==> config.mk <==
export PLATFORM = sky130hd
export DESIGN_NAME = addressed_packet_deframer_crc8_flat
export DESIGN_NICKNAME = d
export VERILOG_FILES = /design/src/rtl/apd_pkg.sv /design/src/rtl/apd_if.sv /design/src/rtl/addressed_packet_deframer_crc8.sv /design/src/rtl/apd_ram.sv /design/src/rtl/apd_front.sv /design/src/rtl/apd_queue.sv /design/src/rtl/apd_back.sv /design/src/flat_wrapper.sv
export SDC_FILE = /design/constraint.sdc
export NUM_CORES = 2
export LEC_CHECK = 0
export ABC_AREA = 1
export BUFFER_PORTS_ARGS = -buffer_cell sky130_fd_sc_hd__buf_2
export CAP_MARGIN = 20
export CORE_ASPECT_RATIO = 1.5
export CORE_MARGIN = 3
export CORE_UTILIZATION = 30
export CTS_CLUSTER_DIAMETER = 40
export DETAILED_ROUTE_END_ITERATION = 10
export SLEW_MARGIN = 20
export SYNTH_ARGS = -nofsm -noshare
export SYNTH_HDL_FRONTEND = slang
export SYNTH_SLANG_ARGS = --single-unit
==> constraint.sdc <==
create_clock -name clk -period 4.5 [get_ports clk]
set_input_delay 0.9 -clock clk [delete_from_list [all_inputs] [get_ports clk]]
set_output_delay 0.9 -clock clk [all_outputs]
set_load 0.05 [all_outputs]
==> src/rtl/apd_pkg.sv <==
// Shared types, constants and the CRC-8 step function of the packet deframer.
package apd_pkg;

  localparam int ByteW   = 8;
  localparam int LenW    = 7;
  localparam int IdxW    = 6;
  localparam int KindW   = 2;
  localparam int CfgIdxW = 3;

  // Configuration register indexes.
  localparam logic [CfgIdxW-1:0] CFG_OWN_ADDR    = 3'd0;
  localparam logic [CfgIdxW-1:0] CFG_PEER_ADDR   = 3'd1;
  localparam logic [CfgIdxW-1:0] CFG_MAX_PAYLOAD = 3'd2;
  localparam logic [CfgIdxW-1:0] CFG_CRC_POLY    = 3'd3;
  localparam logic [CfgIdxW-1:0] CFG_CRC_SEED    = 3'd4;

  // Result kinds.
  localparam logic [KindW-1:0] KIND_DATA    = 2'd0;
  localparam logic [KindW-1:0] KIND_EMPTY   = 2'd1;
  localparam logic [KindW-1:0] KIND_CRC_ERR = 2'd2;

  // Reset values of the registers that do not reset to zero.
  localparam logic [LenW-1:0]  MAX_PAYLOAD_RST = 7'd32;
  localparam logic [ByteW-1:0] CRC_POLY_RST    = 8'd7;

  // One finished frame, handed from the parser to the result side.
  typedef struct packed {
    logic [KindW-1:0] kind;
    logic [ByteW-1:0] seq;
    logic [ByteW-1:0] ptype;
    logic [LenW-1:0]  len;
    logic             bank;
  } cmd_t;

  // The result side is done reading one payload bank.
  typedef struct packed {
    logic valid;
    logic bank;
  } bank_free_t;

  // One byte through an MSB-first CRC-8 with no reflection.
  function automatic logic [ByteW-1:0] crc8_update(input logic [ByteW-1:0] crc,
                                                   input logic [ByteW-1:0] b,
                                                   input logic [ByteW-1:0] poly);
    logic [ByteW-1:0] c;
    c = crc ^ b;
    for (int k = 0; k < 8; k++) begin
      if (c[ByteW-1]) begin
        c = {c[ByteW-2:0], 1'b0} ^ poly;
      end else begin
        c = {c[ByteW-2:0], 1'b0};
      end
    end
    return c;
  endfunction

endpackage

==> src/rtl/apd_if.sv <==
// Valid/ready channel interfaces for received bytes and result words.
interface apd_in_if;
  logic                     valid;
  logic                     ready;
  logic [apd_pkg::ByteW-1:0] rx_byte;

  modport source (output valid, output rx_byte, input ready);
  modport sink (input valid, input rx_byte, output ready);
endinterface

interface apd_out_if;
  logic                      valid;
  logic                      ready;
  logic [apd_pkg::KindW-1:0] kind;
  logic [apd_pkg::ByteW-1:0] seq_num;
  logic [apd_pkg::ByteW-1:0] packet_type;
  logic [apd_pkg::LenW-1:0]  payload_len;
  logic [apd_pkg::IdxW-1:0]  byte_index;
  logic [apd_pkg::ByteW-1:0] data_byte;
  logic                      last;

  modport source (output valid, output kind, output seq_num, output packet_type,
                  output payload_len, output byte_index, output data_byte,
                  output last, input ready);
  modport sink (input valid, input kind, input seq_num, input packet_type,
                input payload_len, input byte_index, input data_byte,
                input last, output ready);
endinterface

==> src/rtl/addressed_packet_deframer_crc8.sv <==
// Top level of the addressed packet deframer with CRC-8 check.
//
// Received bytes enter on the rx channel, one word per cycle at most; the
// parser walks destination, source, sequence, type, length, payload and CRC.
// Each good frame yields one result word per payload byte, or one empty-packet
// word; a frame with a bad CRC yields one error word. Results leave on the
// result channel with last set on the final word of a frame.
// Registers are written through wr_en, wr_index and wr_data; they are to be
// written only while idle, which the block itself does not enforce. A result
// word passes the frame queue, the registered read of the payload RAM and the
// output register; a new RAM read waits until the previous one is back.
// The payload RAM holds two banks, so a frame can be received while the
// previous one is still read out. A payload byte waits only while both banks
// hold unread frames, and a CRC byte waits while the two-entry frame queue
// is full; otherwise rx accepts a byte every cycle.
// When the receiver stalls, the output register holds its word and the
// queue and banks fill up before rx is held off.
// Reset (synchronous, active high) returns the parser to the destination
// hunt, empties the queue and loads the register defaults; the RAM is not
// cleared, since only bytes written in the current frame are read.
module addressed_packet_deframer_crc8 #(
  parameter int MAX_DATA = 64
) (
  input  logic                        clk,
  input  logic                        rst,
  apd_in_if.sink                      rx,
  apd_out_if.source                   result,
  input  logic                        wr_en,
  input  logic [apd_pkg::CfgIdxW-1:0] wr_index,
  input  logic [apd_pkg::ByteW-1:0]   wr_data
);
  import apd_pkg::*;

  localparam int IW       = (MAX_DATA > 1) ? $clog2(MAX_DATA) : 1;
  localparam int RamDepth = 2 * (2 ** IW);

  logic       push;
  cmd_t       push_cmd;
  logic       q_ready;
  logic       pop;
  logic       head_valid;
  cmd_t       head;
  bank_free_t bank_free;

  logic             ram_we;
  logic [IW:0]      ram_waddr;
  logic [ByteW-1:0] ram_wdata;
  logic             ram_re;
  logic [IW:0]      ram_raddr;
  logic [ByteW-1:0] ram_rdata;

  apd_front #(
    .MAX_DATA (MAX_DATA),
    .IW       (IW)
  ) u_front (
    .clk       (clk),
    .rst       (rst),
    .rx        (rx),
    .wr_en     (wr_en),
    .wr_index  (wr_index),
    .wr_data   (wr_data),
    .push      (push),
    .push_cmd  (push_cmd),
    .q_ready   (q_ready),
    .bank_free (bank_free),
    .ram_we    (ram_we),
    .ram_waddr (ram_waddr),
    .ram_wdata (ram_wdata)
  );

  apd_queue u_queue (
    .clk        (clk),
    .rst        (rst),
    .push       (push),
    .push_cmd   (push_cmd),
    .push_ready (q_ready),
    .pop        (pop),
    .head_valid (head_valid),
    .head       (head)
  );

  apd_ram #(
    .WIDTH (ByteW),
    .DEPTH (RamDepth)
  ) u_ram (
    .clk   (clk),
    .we    (ram_we),
    .waddr (ram_waddr),
    .wdata (ram_wdata),
    .re    (ram_re),
    .raddr (ram_raddr),
    .rdata (ram_rdata)
  );

  apd_back #(
    .IW (IW)
  ) u_back (
    .clk        (clk),
    .rst        (rst),
    .head_valid (head_valid),
    .head       (head),
    .pop        (pop),
    .bank_free  (bank_free),
    .ram_re     (ram_re),
    .ram_raddr  (ram_raddr),
    .ram_rdata  (ram_rdata),
    .result     (result)
  );

endmodule

==> src/rtl/apd_ram.sv <==
// Generic single-write, single-read RAM with registered read data.
module apd_ram #(
  parameter int WIDTH = 8,
  parameter int DEPTH = 128
) (
  input  logic                     clk,
  input  logic                     we,
  input  logic [$clog2(DEPTH)-1:0] waddr,
  input  logic [WIDTH-1:0]         wdata,
  input  logic                     re,
  input  logic [$clog2(DEPTH)-1:0] raddr,
  output logic [WIDTH-1:0]         rdata
);

  logic [WIDTH-1:0] mem [DEPTH];

  always_ff @(posedge clk) begin
    if (we) begin
      mem[waddr] <= wdata;
    end
    if (re) begin
      rdata <= mem[raddr];
    end
  end

endmodule

==> src/rtl/apd_front.sv <==
// Frame parser: walks the header, stores the payload, checks the CRC.
module apd_front #(
  parameter int MAX_DATA = 64,
  parameter int IW       = 6
) (
  input  logic                          clk,
  input  logic                          rst,
  apd_in_if.sink                        rx,
  input  logic                          wr_en,
  input  logic [apd_pkg::CfgIdxW-1:0]   wr_index,
  input  logic [apd_pkg::ByteW-1:0]     wr_data,
  output logic                          push,
  output apd_pkg::cmd_t                 push_cmd,
  input  logic                          q_ready,
  input  apd_pkg::bank_free_t           bank_free,
  output logic                          ram_we,
  output logic [IW:0]                   ram_waddr,
  output logic [apd_pkg::ByteW-1:0]     ram_wdata
);
  import apd_pkg::*;

  typedef enum logic [2:0] {
    PH_DST, PH_SRC, PH_SEQ, PH_TYPE, PH_LEN, PH_DATA, PH_CRC
  } phase_t;

  phase_t           phase;
  logic [ByteW-1:0] own_address;
  logic [ByteW-1:0] peer_address;
  logic [LenW-1:0]  max_payload;
  logic [ByteW-1:0] crc_poly;
  logic [ByteW-1:0] crc_seed;
  logic [ByteW-1:0] held_seq;
  logic [ByteW-1:0] held_type;
  logic [LenW-1:0]  held_len;
  logic [LenW-1:0]  payload_count;
  logic [ByteW-1:0] running_crc;
  logic             wbank;
  logic [1:0]       busy;

  logic             accept;
  logic [ByteW-1:0] b;
  logic [ByteW-1:0] crc_in;
  logic [ByteW-1:0] crc_new;
  logic [LenW-1:0]  limit;
  logic [LenW-1:0]  count_next;
  logic [1:0]       busy_set;
  logic [1:0]       busy_clr;

  // Hold off payload bytes while the bank is still being read out, and the
  // CRC byte while the queue is full.
  assign rx.ready = !((phase == PH_DATA) && busy[wbank]) &&
                    !((phase == PH_CRC) && !q_ready);
  assign accept   = rx.valid && rx.ready;
  assign b        = rx.rx_byte;

  // CRC step; the seed is loaded at the sequence byte.
  assign crc_in  = (phase == PH_SEQ) ? crc_seed : running_crc;
  assign crc_new = crc8_update(crc_in, b, crc_poly);

  // Length limit saturates at MAX_DATA.
  assign limit      = (max_payload > LenW'(MAX_DATA)) ? LenW'(MAX_DATA) : max_payload;
  assign count_next = payload_count + 1'b1;

  // Payload bytes go straight into the current bank.
  assign ram_we    = accept && (phase == PH_DATA);
  assign ram_waddr = {wbank, payload_count[IW-1:0]};
  assign ram_wdata = b;

  // Frame verdict at the CRC byte.
  always_comb begin
    push              = accept && (phase == PH_CRC);
    push_cmd.seq      = held_seq;
    push_cmd.ptype    = held_type;
    push_cmd.len      = held_len;
    push_cmd.bank     = wbank;
    if (b != running_crc) begin
      push_cmd.kind = KIND_CRC_ERR;
    end else if (held_len == '0) begin
      push_cmd.kind = KIND_EMPTY;
    end else begin
      push_cmd.kind = KIND_DATA;
    end
  end

  // Bank ownership bookkeeping.
  always_comb begin
    busy_set = '0;
    busy_clr = '0;
    if (push && (push_cmd.kind == KIND_DATA)) begin
      busy_set[wbank] = 1'b1;
    end
    if (bank_free.valid) begin
      busy_clr[bank_free.bank] = 1'b1;
    end
  end

  // Configuration registers and the framing state machine.
  always_ff @(posedge clk) begin
    if (rst) begin
      phase         <= PH_DST;
      own_address   <= '0;
      peer_address  <= '0;
      max_payload   <= MAX_PAYLOAD_RST;
      crc_poly      <= CRC_POLY_RST;
      crc_seed      <= '0;
      held_seq      <= '0;
      held_type     <= '0;
      held_len      <= '0;
      payload_count <= '0;
      running_crc   <= '0;
      wbank         <= 1'b0;
      busy          <= '0;
    end else begin
      if (wr_en) begin
        unique case (wr_index)
          CFG_OWN_ADDR:    own_address  <= wr_data;
          CFG_PEER_ADDR:   peer_address <= wr_data;
          CFG_MAX_PAYLOAD: max_payload  <= wr_data[LenW-1:0];
          CFG_CRC_POLY:    crc_poly     <= wr_data;
          CFG_CRC_SEED:    crc_seed     <= wr_data;
          default: ;
        endcase
      end
      busy <= (busy & ~busy_clr) | busy_set;
      if (busy_set[wbank]) begin
        wbank <= ~wbank;
      end
      if (accept) begin
        unique case (phase)
          PH_SRC: begin
            phase <= (b == peer_address) ? PH_SEQ : PH_DST;
          end
          PH_SEQ: begin
            held_seq    <= b;
            running_crc <= crc_new;
            phase       <= PH_TYPE;
          end
          PH_TYPE: begin
            held_type   <= b;
            running_crc <= crc_new;
            phase       <= PH_LEN;
          end
          PH_LEN: begin
            if (b > {1'b0, limit}) begin
              phase <= PH_DST;
            end else begin
              held_len      <= b[LenW-1:0];
              running_crc   <= crc_new;
              payload_count <= '0;
              phase         <= (b == '0) ? PH_CRC : PH_DATA;
            end
          end
          PH_DATA: begin
            running_crc   <= crc_new;
            payload_count <= count_next;
            if (count_next >= held_len) begin
              phase <= PH_CRC;
            end
          end
          PH_CRC: begin
            phase <= PH_DST;
          end
          default: begin
            phase <= (b == own_address) ? PH_SRC : PH_DST;
          end
        endcase
      end
    end
  end

endmodule

==> src/rtl/apd_queue.sv <==
// Two-entry queue of frame commands between the parser and the result side.
module apd_queue (
  input  logic          clk,
  input  logic          rst,
  input  logic          push,
  input  apd_pkg::cmd_t push_cmd,
  output logic          push_ready,
  input  logic          pop,
  output logic          head_valid,
  output apd_pkg::cmd_t head
);
  import apd_pkg::*;

  cmd_t       entry [2];
  logic       wr_ptr;
  logic       rd_ptr;
  logic [1:0] count;

  assign push_ready = (count != 2'd2);
  assign head_valid = (count != 2'd0);
  assign head       = entry[rd_ptr];

  // Storage writes.
  always_ff @(posedge clk) begin
    if (push) begin
      entry[wr_ptr] <= push_cmd;
    end
  end

  // Pointers and fill count.
  always_ff @(posedge clk) begin
    if (rst) begin
      wr_ptr <= 1'b0;
      rd_ptr <= 1'b0;
      count  <= '0;
    end else begin
      if (push) begin
        wr_ptr <= ~wr_ptr;
      end
      if (pop) begin
        rd_ptr <= ~rd_ptr;
      end
      if (push && !pop) begin
        count <= count + 2'd1;
      end else if (pop && !push) begin
        count <= count - 2'd1;
      end
    end
  end

endmodule

==> src/rtl/apd_back.sv <==
// Result side: expands each frame command into result words.
module apd_back #(
  parameter int IW = 6
) (
  input  logic                       clk,
  input  logic                       rst,
  input  logic                       head_valid,
  input  apd_pkg::cmd_t              head,
  output logic                       pop,
  output apd_pkg::bank_free_t        bank_free,
  output logic                       ram_re,
  output logic [IW:0]                ram_raddr,
  input  logic [apd_pkg::ByteW-1:0]  ram_rdata,
  apd_out_if.source                  result
);
  import apd_pkg::*;

  logic [IW-1:0]    idx;
  logic             pend;
  logic [KindW-1:0] st_kind;
  logic [ByteW-1:0] st_seq;
  logic [ByteW-1:0] st_type;
  logic [LenW-1:0]  st_len;
  logic [IW-1:0]    st_idx;
  logic             st_last;

  logic             out_valid;
  logic [KindW-1:0] out_kind;
  logic [ByteW-1:0] out_seq;
  logic [ByteW-1:0] out_type;
  logic [LenW-1:0]  out_len;
  logic [IdxW-1:0]  out_idx;
  logic [ByteW-1:0] out_data;
  logic             out_last;

  logic             issue;
  logic             is_last;

  // Start one result when the output register is free by the time the
  // read data comes back.
  assign issue   = head_valid && !pend && (!out_valid || result.ready);
  assign is_last = (head.kind != KIND_DATA) || ((LenW'(idx) + 1'b1) == head.len);
  assign pop     = issue && is_last;

  assign bank_free.valid = issue && is_last && (head.kind == KIND_DATA);
  assign bank_free.bank  = head.bank;

  assign ram_re    = issue;
  assign ram_raddr = {head.bank, idx};

  assign result.valid       = out_valid;
  assign result.kind        = out_kind;
  assign result.seq_num     = out_seq;
  assign result.packet_type = out_type;
  assign result.payload_len = out_len;
  assign result.byte_index  = out_idx;
  assign result.data_byte   = out_data;
  assign result.last        = out_last;

  // Control: read pending flag, index counter and output valid.
  always_ff @(posedge clk) begin
    if (rst) begin
      pend      <= 1'b0;
      out_valid <= 1'b0;
      idx       <= '0;
    end else begin
      if (pend) begin
        out_valid <= 1'b1;
      end else if (result.ready) begin
        out_valid <= 1'b0;
      end
      pend <= issue;
      if (issue) begin
        idx <= is_last ? '0 : idx + 1'b1;
      end
    end
  end

  // Payload: stage fields alongside the RAM read, then the output register.
  always_ff @(posedge clk) begin
    if (issue) begin
      st_kind <= head.kind;
      st_seq  <= head.seq;
      st_type <= head.ptype;
      st_len  <= head.len;
      st_idx  <= idx;
      st_last <= is_last;
    end
    if (pend) begin
      out_kind <= st_kind;
      out_seq  <= st_seq;
      out_type <= st_type;
      out_len  <= st_len;
      out_idx  <= IdxW'(st_idx);
      out_data <= (st_kind == KIND_DATA) ? ram_rdata : '0;
      out_last <= st_last;
    end
  end

endmodule
==> src/flat_wrapper.sv <==
// flat-port wrapper written by rule: the top's interface ports become plain ports
module addressed_packet_deframer_crc8_flat import apd_pkg::*;
#(
  parameter int MAX_DATA = 64
)
  (clk, rst, wr_en, wr_index, wr_data, rx_valid, rx_rx_byte, rx_ready, result_valid, result_kind, result_seq_num, result_packet_type, result_payload_len, result_byte_index, result_data_byte, result_last, result_ready);
  apd_in_if rx_i ();
  apd_out_if result_i ();
  input  logic clk;
  input  logic rst;
  input  logic wr_en;
  input  logic [apd_pkg::CfgIdxW-1:0] wr_index;
  input  logic [apd_pkg::ByteW-1:0] wr_data;
  input wire logic [$bits(rx_i.valid)-1:0] rx_valid;
  input wire logic [$bits(rx_i.rx_byte)-1:0] rx_rx_byte;
  output wire logic [$bits(rx_i.ready)-1:0] rx_ready;
  output wire logic [$bits(result_i.valid)-1:0] result_valid;
  output wire logic [$bits(result_i.kind)-1:0] result_kind;
  output wire logic [$bits(result_i.seq_num)-1:0] result_seq_num;
  output wire logic [$bits(result_i.packet_type)-1:0] result_packet_type;
  output wire logic [$bits(result_i.payload_len)-1:0] result_payload_len;
  output wire logic [$bits(result_i.byte_index)-1:0] result_byte_index;
  output wire logic [$bits(result_i.data_byte)-1:0] result_data_byte;
  output wire logic [$bits(result_i.last)-1:0] result_last;
  input wire logic [$bits(result_i.ready)-1:0] result_ready;
  assign rx_i.valid = rx_valid;
  assign rx_i.rx_byte = rx_rx_byte;
  assign rx_ready = rx_i.ready;
  assign result_valid = result_i.valid;
  assign result_kind = result_i.kind;
  assign result_seq_num = result_i.seq_num;
  assign result_packet_type = result_i.packet_type;
  assign result_payload_len = result_i.payload_len;
  assign result_byte_index = result_i.byte_index;
  assign result_data_byte = result_i.data_byte;
  assign result_last = result_i.last;
  assign result_i.ready = result_ready;
  addressed_packet_deframer_crc8 #(.MAX_DATA(MAX_DATA)) u_core (.clk(clk), .rst(rst), .rx(rx_i), .result(result_i), .wr_en(wr_en), .wr_index(wr_index), .wr_data(wr_data));
endmodule
# Word level (Yosys, flattened, before mapping)
# Memories as Yosys holds them, arrays and structs flattened. A register that Yosys moved wholly into a read port is not among the register bits.
# Index checks and enable logic that the tools add are counted.
# classes
addsub,5
n_mul,0
div_mod_pow,0
n_lt_le_gt_ge,7
eq_ne,17
shift,0
muxes,43
n_bitwise,16
n_reduce_logical,48
# ops
op,n
8-bit 2-to-1 mux,10
8-bit XOR,9
3-bit one-hot mux with 6 select lines,1
8-bit == test,2
1-bit 2-to-1 mux,16
8-bit one-hot mux with 2 select lines,1
2-bit AND reduction,8
1-bit logical AND,15
2-bit 2-to-1 mux,7
7-bit 2-to-1 mux,2
7-bit one-hot mux with 2 select lines,1
3-bit by 2-bit == test with 1-bit output (second input constant),4
3-bit == test (second input constant),4
2-bit nonzero test,6
3-bit AND reduction,3
8-bit by 7-bit > comparator with 1-bit output,1
8-bit zero test,1
8-bit != test,1
6-bit by 1-bit adder with 7-bit output (second input constant),1
7-bit by 1-bit adder with 7-bit output (second input constant),1
7-bit == test,1
7-bit greater-or-equal comparator,1
7-bit > comparator (second input constant),1
1-bit zero test,7
other kinds (20),32
# totals
reg_bits,167
latch_bits,0
ram_bits,1076
rom_bits,0
in_bits,24
output_inout_bits,42
wordCells,170
n_memories,2
# mem_list
name,words,width,rd,rd_ports_with_merged_regs,wr,line,source
u_core.u_ram.mem,128,8,1,1,1,apd_ram.sv:15,logic [WIDTH-1:0] mem [DEPTH];
u_core.u_queue.entry,2,26,1,1,1,apd_queue.sv:14,cmd_t entry [2];

# Logic depth before layout (Yosys ltp)
# depth
word_depth,21
ltp_mapped,32
depth_no_buf,32

# Modules after synthesis
# A second synthesis with hierarchy kept.
# hier_totals
cells_unflattened,4749
area_unflattened_um2,52824.4
# modules_own_cells
module,instances,cells_each,area_each_um2,seq_area_each_um2
apd_ram,1,3575,42184.2,30989.7
apd_front,1,860,5595.4,1661.6
apd_back,1,200,2837.7,2322.2
apd_queue,1,114,2207.1,1661.6

# Worst setup path before layout
# OpenSTA, ideal clock, no wires.
# synth_path
kind,input port to flip-flop
start,in rx_rx_byte[7]
end,reg u_core.u_front.running_crc[4]
setup_time_ps,109
arrival_time_ps,3364
required_ps,4391
slack_ps,1027
path_stages,27
n_path_buf,1
cell_sequence,clkbuf_1 -> inv_1 -> nand3_1 -> nand2_1 -> nand3_1 -> nand2_4 -> nand2_1 -> nand2_2 -> nand3_2 -> nand2_2 -> inv_2 -> nor2_4 -> nand2_1 -> nand2_2 -> nand2_4 -> nand2_4 -> inv_2 -> nor2_8 -> nand2_2 -> nand2_1 -> nand2_2 -> nor2_2 -> nor2_8 -> nand3_1 -> nand3_1 -> nand2_1 -> inv_1
# synth_between
elab_chain_cells,17
elab_cells_between_ends,21
classes_between,order compare: 1; eq/ne: 1; mux: 10; bitwise: 8; reduce/logical: 1
# synth_rtl
element,line,source
"start, declared",flat_wrapper.sv:15,input wire logic [$bits(rx_i.rx_byte)-1:0] rx_rx_byte;
8-bit XOR,apd_pkg.sv:46,c = crc ^ b;
8-bit 2-to-1 mux,apd_pkg.sv:48,if (c[ByteW-1]) begin
8-bit XOR,apd_pkg.sv:49,"c = {c[ByteW-2:0], 1'b0} ^ poly;"
8-bit 2-to-1 mux,apd_pkg.sv:48,
8-bit XOR,apd_pkg.sv:49,
8-bit 2-to-1 mux,apd_pkg.sv:48,
8-bit 2-to-1 mux or 8-bit XOR (tied branches),"apd_pkg.sv:48, apd_pkg.sv:49",
8-bit XOR or 8-bit 2-to-1 mux (tied branches),"apd_pkg.sv:49, apd_pkg.sv:48",
8-bit 2-to-1 mux or 8-bit XOR (tied branches),"apd_pkg.sv:48, apd_pkg.sv:49",
8-bit XOR or 8-bit 2-to-1 mux (tied branches),"apd_pkg.sv:49, apd_pkg.sv:48",
8-bit 2-to-1 mux or 8-bit XOR (tied branches),"apd_pkg.sv:48, apd_pkg.sv:49",
8-bit XOR or 8-bit 2-to-1 mux (tied branches),"apd_pkg.sv:49, apd_pkg.sv:48",
8-bit 2-to-1 mux or 8-bit XOR (tied branches),"apd_pkg.sv:48, apd_pkg.sv:49",
8-bit XOR or 8-bit 2-to-1 mux (tied branches),"apd_pkg.sv:49, apd_pkg.sv:48",
8-bit 2-to-1 mux,apd_pkg.sv:48,
8-bit 2-to-1 mux,apd_front.sv:144,"if (b > {1'b0, limit}) begin"
8-bit one-hot mux with 2 select lines,apd_front.sv:129,unique case (phase)
"end signal, assigned",apd_front.sv:135,running_crc <= crc_new;
"end signal, assigned",apd_front.sv:148,running_crc <= crc_new;
"end signal, assigned",apd_front.sv:154,running_crc <= crc_new;
"end, declared",apd_front.sv:36,logic [ByteW-1:0] running_crc;
# Several ways; a longest one is shown, not always the timed one. The select of a mux whose other input is x is not followed.
# A chain may end at the register's enable or synchronous reset.

# Final worst setup path
# layout_path
start,reg u_core.u_front.phase[0]
end,reg u_core.u_front.running_crc[2]
# layout_between
elab_chain_cells,20
elab_cells_between_ends,35
classes_between,eq/ne: 6; mux: 11; bitwise: 9; reduce/logical: 9
# layout_rtl
element,line,source
"start, declared",apd_front.sv:26,phase_t phase;
"start signal, assigned",apd_front.sv:131,phase <= (b == peer_address) ? PH_SEQ : PH_DST;
"start signal, assigned",apd_front.sv:150,phase <= (b == '0) ? PH_CRC : PH_DATA;
"start signal, assigned",apd_front.sv:164,phase <= (b == own_address) ? PH_SRC : PH_DST;
3-bit by 2-bit == test with 1-bit output,"apd_front.sv:57, apd_front.sv:129",
8-bit 2-to-1 mux,apd_front.sv:57,assign crc_in = (phase == PH_SEQ) ? crc_seed : running_crc;
8-bit XOR,apd_pkg.sv:46,
8-bit XOR,apd_pkg.sv:49,
8-bit 2-to-1 mux,apd_pkg.sv:48,
8-bit XOR,apd_pkg.sv:49,
8-bit 2-to-1 mux,apd_pkg.sv:48,
8-bit XOR,apd_pkg.sv:49,
[4 not listed],-,
8-bit 2-to-1 mux,apd_pkg.sv:48,
8-bit 2-to-1 mux or 8-bit XOR (tied branches),"apd_pkg.sv:48, apd_pkg.sv:49",
8-bit XOR or 8-bit 2-to-1 mux (tied branches),"apd_pkg.sv:49, apd_pkg.sv:48",
8-bit 2-to-1 mux or 8-bit XOR (tied branches),"apd_pkg.sv:48, apd_pkg.sv:49",
8-bit XOR or 8-bit 2-to-1 mux (tied branches),"apd_pkg.sv:49, apd_pkg.sv:48",
8-bit 2-to-1 mux,apd_pkg.sv:48,
8-bit 2-to-1 mux,apd_front.sv:144,
8-bit one-hot mux with 2 select lines,apd_front.sv:129,
# Several ways; a longest one is shown, not always the timed one. The select of a mux whose other input is x is not followed.

==> results.txt <==
# IOs = 66
design area = 0.0582 mm^2
Clock Tree Root = sky130_fd_sc_hd__clkbuf_16
number of buffers created by CTS = 119
die height = 511 um
number of nets in the finished design = 4304
Setup Skew = 0.0325 ns
combined buffer and inverter count along the critical path = 7
Most used DFF post-synth = sky130_fd_sc_hd__edfxtp_1
overall die width = 342 um
Detail Placement HPWL = 87.7 mm
register area = 0.0366 mm^2
Multi-input gate area = 0.0128 mm^2
fin worst setup slack = 0.782 ns
post-detailed-routing wire length = 145 mm
Synth Register Bits = 1252
cell accounting for the most synthesized area = sky130_fd_sc_hd__edfxtp_1
Final Slew Violations = 0
type of element launching the critical path = flip-flop
iteration count of the initial detailed-routing pass = 7
minimum clock period = 3.72 ns
Fin Setup TNS = 0 ns
overall die area = 0.175 mm^2
GRT Resource Usage Total = 16.1%
logic depth of the worst register-to-register path = 16
Largest delay share family, worst path = simple AND/OR/NAND/NOR gates
most used standard cells in the synthesized netlist = 1156 x sky130_fd_sc_hd__edfxtp_1, 949 x sky130_fd_sc_hd__nor2_1, 733 x sky130_fd_sc_hd__o21ai_0
clock sinks = 1252
cell repeated most along the worst path = sky130_fd_sc_hd__inv_1
count of input and output buffers = 65
remaining antenna violation count = 0
Arr. time, crit path = 4.36 ns
number of warnings printed during yosys synthesis = 0
highest clock frequency the design can meet = 269 MHz
Worst VDD drop = 0.360 mV
Remaining Overflow, GRT = 0
number of global-route vias before repair = 32.4k
Crit Path Class = reg2reg
clock network latency to the later pin of the worst-skew pair = 0.75 ns
RePlAce Congestion = 0.837
average footprint of a synthesized cell = 12.0 um^2
post-CTS resize count = 0
number of H-tree levels = 3
count of cell types in the netlist = 45
initial core utilization = 30.3%
biggest fanout along the worst timing path = 17
worst hold path depth = 0
CTS tree = yes
status = complete, no violations
master of the slowest instance on the critical path = sky130_fd_sc_hd__nor2_1
pwr/cell area = 410 mW/mm^2
setup-violating endpoint count in the final report = 0
standby leakage power = 0.0193 uW
fraction of layout instances using a drive strength above 1 = 10.7%
total count of hold-check failures in the final report = 0
share of async-settable or async-resettable flops after synthesis = 0%
cell types with the largest area share after synthesis = sky130_fd_sc_hd__edfxtp_1 68%, sky130_fd_sc_hd__o21ai_0 7.2%, sky130_fd_sc_hd__nor2_1 7.0%
layout overhead on the synthesized area = 14.4%
Synth Net Count = 4282
Period Utilization, post-route = 82.6%
CTS max path bufs = 3
post-CTS setup-driven buffer insertion count = 0
relative max-transition margin = 28.8%
row count = 184
largest stage delay on the critical path = 0.53 ns
final routed DRC violation total = 0
count of mapped cells out of synthesis = 4241
maximum number of pins on one net before global-route repair = 132
number of fill cells in the layout = 16.5k
type of destination of the critical path = flip-flop
wire length of the first global-routing pass = 212 mm
top cell type's share of synthesized area = 68.2%
number of DRC markers after the initial detailed-route iteration = 3203
Worst path depth = 16
number of buffers inserted by hold repair at cts = 0
core footprint = 0.168 mm^2
most instantiated library cell after synthesis = sky130_fd_sc_hd__edfxtp_1
post-synthesis instance area = 0.0509 mm^2
Area after DPL = 0.0541 mm^2
type of the most critical hold path = reg2reg
transition time at the pin with the least slew margin = 1.06 ns
# Max-Cap Violations = 0
share of the yosys chip area belonging to registers = 72.0%
Worst EP required = 5.14 ns
Worst-path clk slew = 0.06 ns
EDFF count, synth = 1156
DP Worst Slack = 0.479 ns
vias per inst = 5.08
list of cells traversed by the critical path = inv_2, or2_1, nor2_1, inv_2, o31ai_1, inv_1, nand2_1, inv_1, nand2_1, inv_1, o31ai_4, clkinv_1, nor2_1, nor2_1, nand2_1, inv_1
antenna violations before repair = 2
DR WL/cell = 21.9 um
RSZ-0062 raised after global routing = false
overall via count from detail_route = 33.5k
==> cell families after synthesis <==
family	Yosys count	synth area share, %
AND/OR/NAND/NOR	1327	10.6
AO/OA/AOI/OAI	1169	12.6
multiplexers	25	0.553
adder cells (fa/ha/maj)	17	0.418
flip-flops	1252	72.0
XOR/XNOR	52	0.909
buffers and inverters	399	2.99
==> cells in the final DEF (no fill, tap or decap), drive strengths merged <==
master | Yosys | routed
bufinv | 0 | 16
nor4 | 5 | 5
o22ai | 307 | 307
a211oi | 9 | 9
nor3 | 9 | 9
a21oi | 74 | 74
or2 | 6 | 6
mux2 | 25 | 25
diode | 0 | 1
and3 | 1 | 1
o21bai | 1 | 1
o31ai | 2 | 2
clkbuf | 247 | 133
xor2 | 32 | 32
ha | 17 | 17
o2111ai | 1 | 1
nand2 | 254 | 254
nor2 | 960 | 960
o32ai | 30 | 30
inv | 126 | 148
nand4 | 9 | 9
o21ai | 737 | 737
dfxtp | 96 | 96
nand3 | 83 | 83
a221oi | 2 | 2
clkinv | 5 | 48
a21boi | 1 | 1
xnor2 | 20 | 20
edfxtp | 1156 | 1156
buf | 21 | 169
o21a | 2 | 2
o211ai | 3 | 3
clkinvlp | 0 | 11
==> layer usage <==
layer  global-route usage (%)  routed length (um)  vias up
li1                         -                   -    15445
met2                     28.7               73700     1143
met4                     6.45                5830        2
met1                     19.5               56800    16675
met3                     2.22                8420      265
met5                        0                   8        -
==> power by group <==
part           switching, uW  leakage, uW  total (uW)  internal, uW
Sequential              14.0       0.0113       12700         12700
Clock                   4630      0.00202       10600          5980
Combinational            433      0.00597         570           137
==> worst reg2reg max path, cell delays in order, from the launching register on <==
cell                       delay (ns)
sky130_fd_sc_hd__dfxtp_1         0.39
sky130_fd_sc_hd__inv_2           0.10
sky130_fd_sc_hd__or2_1           0.23
sky130_fd_sc_hd__nor2_1          0.53
sky130_fd_sc_hd__inv_2           0.15
sky130_fd_sc_hd__o31ai_1         0.26
sky130_fd_sc_hd__inv_1           0.08
sky130_fd_sc_hd__nand2_1         0.20
sky130_fd_sc_hd__inv_1           0.14
sky130_fd_sc_hd__nand2_1         0.08
sky130_fd_sc_hd__inv_1           0.23
sky130_fd_sc_hd__o31ai_4         0.49
sky130_fd_sc_hd__clkinv_1        0.37
sky130_fd_sc_hd__nor2_1          0.17
sky130_fd_sc_hd__nor2_1          0.05
sky130_fd_sc_hd__nand2_1         0.10
sky130_fd_sc_hd__inv_1           0.03
==> final timing paths <==
check	slack [ns]	start	end
setup reg to reg	0.78	u_core.u_front.phase[0]	u_core.u_front.running_crc[2]
hold / removal	0.42	u_core.u_back.st_idx[2]	u_core.u_back.result.byte_index[2]
setup / recovery	0.78	u_core.u_front.phase[0]	u_core.u_front.running_crc[2]
hold reg to reg	0.42	u_core.u_back.st_idx[2]	u_core.u_back.result.byte_index[2]
==> cell type report <==
cell class / instances / share of cell area (%)
clock inverter: 92 / 1.87
inverter: 131 / 0.870
sequential: 1252 / 62.9
antenna: 1 / 0.00430
clock buffer: 133 / 5.31
tap: 2232 / 4.79
timing repair buffer: 169 / 2.30
multi-input combinational: 2590 / 21.9
==> per-stage QoR <==
step / utilization, % / std cells / hold WS [ns] / total power, uW
6_report: 34.7 / 6600 / 0.422 / 23900
3_3_place_gp: 32.2 / 6374 / 0.404 / 13500
5_1_grt: 34.7 / 6600 / 0.432 / 24500
3_5_place_dp: 32.2 / 6374 / 0.406 / 13500
4_1_cts: 34.7 / 6599 / 0.420 / 24000
2_1_floorplan: - / 4241 / 0.400 / 13200
==> flip-flops by register name, indices dropped and copies added (netlist names), 8 cells and up, named ones only <==
name,count
u_core.u_queue.entry,52
u_core.u_front.held_seq,8
u_core.u_front.crc_poly,8
u_core.u_back.result.packet_type,8
u_core.u_back.st_seq,8
u_core.u_front.crc_seed,8
u_core.u_front.peer_address,8
u_core.u_back.result.seq_num,8
u_core.u_ram.mem,1024
u_core.u_front.own_address,8
u_core.u_back.result.data_byte,8
u_core.u_back.st_type,8
u_core.u_ram.rdata,8
u_core.u_front.running_crc,8
u_core.u_front.held_type,8
Note: power is estimated with default switching activity, not from simulation.
